[src/sv/pse_pkg.sv]
package pse_pkg;

   localparam int STACK_DEPTH = 128;
   localparam int WORD_W      = 32;

   localparam logic [7:0] CH_ZERO  = 8'd48;
   localparam logic [7:0] CH_PLUS  = 8'd43;
   localparam logic [7:0] CH_MINUS = 8'd45;
   localparam logic [7:0] CH_STAR  = 8'd42;
   localparam logic [7:0] CH_SLASH = 8'd47;
   localparam logic [7:0] CH_PCT   = 8'd37;

   localparam logic [WORD_W-1:0] EMPTY_POP = '1;

   typedef struct packed {
      logic [7:0] symbol;
      logic       last_symbol;
   } req_payload_type;

   typedef struct packed {
      logic signed [WORD_W-1:0] value;
      logic                     underflow;
      logic                     overflow;
      logic                     divide_by_zero;
   } rsp_payload_type;

   typedef struct packed {
      logic underflow;
      logic overflow;
      logic divide_by_zero;
   } flags_type;

   typedef struct packed {
      logic              start;
      logic [WORD_W-1:0] dividend;
      logic [WORD_W-1:0] divisor;
   } div_req_type;

   typedef struct packed {
      logic              done;
      logic [WORD_W-1:0] quotient;
      logic [WORD_W-1:0] remainder;
   } div_rsp_type;

endpackage

[src/sv/pse_divider.sv]
module pse_divider (
   input  logic                  clock,
   input  logic                  reset,
   input  pse_pkg::div_req_type  div_req,
   output pse_pkg::div_rsp_type  div_rsp
);

   localparam int W  = pse_pkg::WORD_W;
   localparam int SW = $clog2(W);

   logic [W-1:0]  rem_ff, rem_in;
   logic [W-1:0]  quo_ff, quo_in;
   logic [W-1:0]  dvs_ff, dvs_in;
   logic [SW-1:0] step_ff, step_in;
   logic          busy_ff, busy_in;
   logic          done_ff, done_in;
   logic [W:0]    shifted;
   logic [W+1:0]  diff;

   // one quotient bit per cycle, restoring form
   always_comb begin
      rem_in  = rem_ff;
      quo_in  = quo_ff;
      dvs_in  = dvs_ff;
      step_in = step_ff;
      busy_in = busy_ff;
      done_in = 1'b0;
      shifted = {rem_ff, quo_ff[W-1]};
      diff    = {1'b0, shifted} - {2'b00, dvs_ff};
      if (div_req.start) begin
         rem_in  = '0;
         quo_in  = div_req.dividend;
         dvs_in  = div_req.divisor;
         step_in = '0;
         busy_in = 1'b1;
      end else if (busy_ff) begin
         if (diff[W+1]) begin
            rem_in = shifted[W-1:0];
            quo_in = {quo_ff[W-2:0], 1'b0};
         end else begin
            rem_in = diff[W-1:0];
            quo_in = {quo_ff[W-2:0], 1'b1};
         end
         step_in = step_ff + 1'b1;
         if (step_ff == SW'(W - 1)) begin
            busy_in = 1'b0;
            done_in = 1'b1;
         end
      end
   end

   always_ff @(posedge clock) begin
      if (reset) begin
         busy_ff <= 1'b0;
         done_ff <= 1'b0;
      end else begin
         busy_ff <= busy_in;
         done_ff <= done_in;
      end
   end

   always_ff @(posedge clock) begin
      rem_ff  <= rem_in;
      quo_ff  <= quo_in;
      dvs_ff  <= dvs_in;
      step_ff <= step_in;
   end

   assign div_rsp.done      = done_ff;
   assign div_rsp.quotient  = quo_ff;
   assign div_rsp.remainder = rem_ff;

endmodule

[config.mk]
export PLATFORM = sky130hd
export DESIGN_NAME = pse_divider
export DESIGN_NICKNAME = d
export VERILOG_FILES = /design/src/sv/pse_pkg.sv /design/src/sv/pse_divider.sv
export SDC_FILE = /design/constraint.sdc
export NUM_CORES = 1
export LEC_CHECK = 0
export BUFFER_PORTS_ARGS = -buffer_cell sky130_fd_sc_hd__buf_2
export CAP_MARGIN = 20
export CELL_PAD_IN_SITES_DETAIL_PLACEMENT = 0
export CELL_PAD_IN_SITES_GLOBAL_PLACEMENT = 1
export CORE_ASPECT_RATIO = 1.1
export CORE_MARGIN = 4
export CORE_UTILIZATION = 45
export DETAILED_ROUTE_END_ITERATION = 10
export GPL_ROUTABILITY_DRIVEN = 0
export PLACE_DENSITY_LB_ADDON = 0.1
export RECOVER_POWER = 25
export SLEW_MARGIN = 20
export SYNTH_ARGS = -nofsm -noshare
export SYNTH_HDL_FRONTEND = slang
export SYNTH_SLANG_ARGS = --single-unit
[constraint.sdc]
create_clock -name clock -period 6.9 [get_ports clock]
set_clock_uncertainty 0.2 [all_clocks]
set_input_delay 0.69 -clock clock [delete_from_list [all_inputs] [get_ports clock]]
set_output_delay 0.69 -clock clock [all_outputs]
set_load 0.02 [all_outputs]
==> flow_metrics.env <==
export IMPL_worst_path_buf_inv=2
export IMPL_synth_top_cell_by_area="edfxtp_1"
export IMPL_area_delta_synth_final_pct=16.9
export IMPL_slew_viol_final=146
export IMPL_rsz0062_at_grt="false"
export IMPL_cts_sinks=103
export IMPL_p_leak_nw=3.09
export IMPL_reg2reg_depth=3
export IMPL_violations="max-capacitance violations, max-slew violations"
export IMPL_final_setup_tns_ns=0
export IMPL_end_kind="flip-flop"
export IMPL_tritoncts="built"
export IMPL_fin_nets=803
export IMPL_drt_pre_antenna_iters=4
export IMPL_crit_path_cell_trace="clkbuf_1 -> buf_4 -> nor3b_1 -> a21oi_1 -> o31ai_1"
export IMPL_ys_seq_area_share_pct=45.4
export IMPL_layout_drive_gt1_share_pct=25.9
export IMPL_start_util_pct=46.5
export IMPL_grt_pass1_vias=4708
export IMPL_start_kind="input pin"
export IMPL_die_h_microns=129
export IMPL_crit_required_ns=6.91
export IMPL_worstSetupPathType="in -> reg"
export IMPL_max_stage_delay_ns=2.27
export IMPL_period_share_pct=60.7
export IMPL_clk_pin_slew_ns=0.08
export IMPL_finalHoldViolCount=0
export IMPL_grtUsageTotal_pct=18.1
export IMPL_syn_nets=691
export IMPL_synth_ff_type="edfxtp_1"
export IMPL_hold_path_depth=1
export IMPL_finalWirelength_microns=13700
export IMPL_total_power_mw=1.76
export IMPL_hold_path_class="in -> reg"
export IMPL_clock_latency_ns=0.35
export IMPL_dp_hpwl_microns=9950
export IMPL_synth_distinct_cells=63
export IMPL_holdWs_ns=0.305
export IMPL_status="complete, but fails checks"
export IMPL_slew_headroom_pct=-119
export IMPL_max_vdd_ir_drop_v=0.000114
export IMPL_cts_setup_buffers=0
export IMPL_drtIter0Drc=153
export IMPL_die_width_microns=118
export IMPL_grt_ovfl_total=0
export IMPL_top_level_ports=132
export IMPL_grt_max_degree=76
export IMPL_synth_warnings=0
export IMPL_dr_total_vias=4663
export IMPL_routedWlPerCell_microns=15.9
export IMPL_via_per_inst=5.40
export IMPL_synth_edf_count=64
export IMPL_cts_htree_levels=3
export IMPL_core_area_sq_um=12800
export IMPL_synth_area_leaders="edfxtp_1 (32%), dfxtp_1 (13%), ha_1 (7.1%), mux2_2 (6.1%), nand2_1 (4.4%)"
export IMPL_synth_top_area_share_pct=32.3
export IMPL_synthCells=589
export IMPL_io_buffer_count=131
export IMPL_antenna_found_initial=1
export IMPL_rr_endpoint="rem_ff[17]"
export IMPL_cts_buffers=9
export IMPL_ctsHoldBuffers=0
export IMPL_post_cts_resized=0
export IMPL_post_route_drc_count=0
export IMPL_critPathSlowestCell="clkbuf_1"
export IMPL_row_count=43
export IMPL_die_area_sq_um=15100
export IMPL_worstHoldEndpoint="dvs_ff[29]"
export IMPL_startpoint="div_req[64]"
export IMPL_cp_max_fo=69
export IMPL_yosysMostFrequentCell="nand2_1"
export IMPL_synth_seq_cells=103
export IMPL_synthTopCellsByCount="nand2_1 (69), edfxtp_1 (64), nor2_1 (43)"
export IMPL_worst_ep_arrival_time_ns=4.20
export IMPL_hold_start="div_req[29]"
export IMPL_rrSetupSlack_ns=2.79
export IMPL_setup_viol=0
export IMPL_maxCapViolations=2
export IMPL_clockRootBuffer="clkbuf_16"
export IMPL_avgSynthCellArea_sq_um=10.1
export IMPL_async_flop_share_pct=0
export IMPL_antenna_cells=0
export IMPL_worstMarginPinSlew_ns=3.29
export IMPL_grt_pass1_wl_microns=22600
export IMPL_r2r_start="busy_ff"
export IMPL_ant_nets=0
export IMPL_netlist_area_sq_um=5950
export IMPL_fmax_mhz=239
export IMPL_cp_top_family="buffers and inverters"
export IMPL_p_per_area_nw_per_um2=253
export IMPL_cts_path_max_buffers=2
export IMPL_fin_crit_ns=4.19
[how the worst max path moves through the flow]
stage | endpoint | slack (ns) | depth (start not counted)
after floorplan | rem_ff[20] | 3.98 | 12
after global placement | rem_ff[0] | 3.47 | 9
after detailed placement | rem_ff[0] | 3.42 | 9
after CTS | rem_ff[0] | 3.40 | 9
after global routing | rem_ff[20] | 2.31 | 5
final | rem_ff[20] | 2.71 | 5
[logic make-up after synthesis]
kind of cell / after synthesis / share of synthesized area, %
compound gates: 134 / 16.5
fa+ha+maj: 35 / 7.48
simple gates: 179 / 14.4
buf+inv: 71 / 4.96
flops: 103 / 45.4
mux: 36 / 6.73
xor+xnor: 31 / 4.56
[power by group]
part	internal [mW]	leakage, nW	switching (mW)
logic	0.190	1.99	0.288
clock network	0.285	0.144	0.242
registers	0.717	0.956	0.0354
total	1.19	3.09	0.565
[flip-flops by register name, indices dropped and copies added, names as in the netlist]
signal	flops
busy_ff	1
done_ff	1
step_ff	5
dvs_ff	32
rem_ff	32
quo_ff	32
[worst reg2reg max path: cells and delay by family, from the launching register on]
family / cells / cell delay [ns]
buffers and inverters: 1 / 2.18
AO/OA/AOI/OAI: 1 / 0.45
flip-flops: 1 / 0.32
AND/OR/NAND/NOR: 1 / 0.86
[through the flow]
stage          cell area [sq um]  instances  util, %  worst slack, ns
2_1_floorplan               5950        589        -             3.98
3_3_place_gp                6680        847     52.1             3.47
4_1_cts                     6980        863     54.5             3.40
5_1_grt                     6960        863     54.3             2.31
3_5_place_dp                6680        847     52.1             3.42
6_report                    6960        863     54.3             2.71
[cells in the final DEF, fill, tap and decap left out, types with 3 or more instances in the layout]
cell	netlist	routed
xnor2_1	13	13
o21bai_1	5	5
ha_1	34	34
clkbuf_16	0	9
clkbuf_1	20	11
mux2i_1	4	4
nor2_1	43	43
inv_1	39	39
a311oi_1	22	22
mux2_2	32	32
nor3b_1	11	11
o21ai_0	8	8
dfxtp_1	39	39
o2111ai_1	3	3
nor2b_1	5	5
nor3_1	5	5
o31ai_1	7	7
and2_1	7	7
a31oi_1	8	8
o21ai_1	5	5
and3_1	12	12
xor2_1	18	18
nand2_1	69	69
nand3b_1	3	3
a21oi_1	32	32
nand4_1	3	3
edfxtp_1	64	64
nand3_1	9	9
buf_2	5	121
a21o_1	16	16
[metal layers]
metal | wire length, microns | part of all wire (%) | vias to the layer above | global-route usage (%)
met3 | 817 | 6.0 | 19 | 5.49
met4 | 228 | 1.7 | 2 | 5.45
li1 | - | - | 2369 | -
met2 | 6720 | 49 | 101 | 31.2
met1 | 5960 | 43 | 2172 | 22.0
met5 | 7 | 0.051 | - | 0
[area by class of cell]
cell class / instances / area (sq um)
Clock buffer: 9 / 225
Clock inverter: 7 / 78.8
Fill cell: 1189 / 5850
Inverter: 39 / 146
Multi-Input combinational cell: 415 / 2960
Sequential cell: 103 / 2700
Tap cell: 157 / 196
Timing Repair Buffer: 133 / 654
Note: power is estimated with default switching activity, not from simulation.
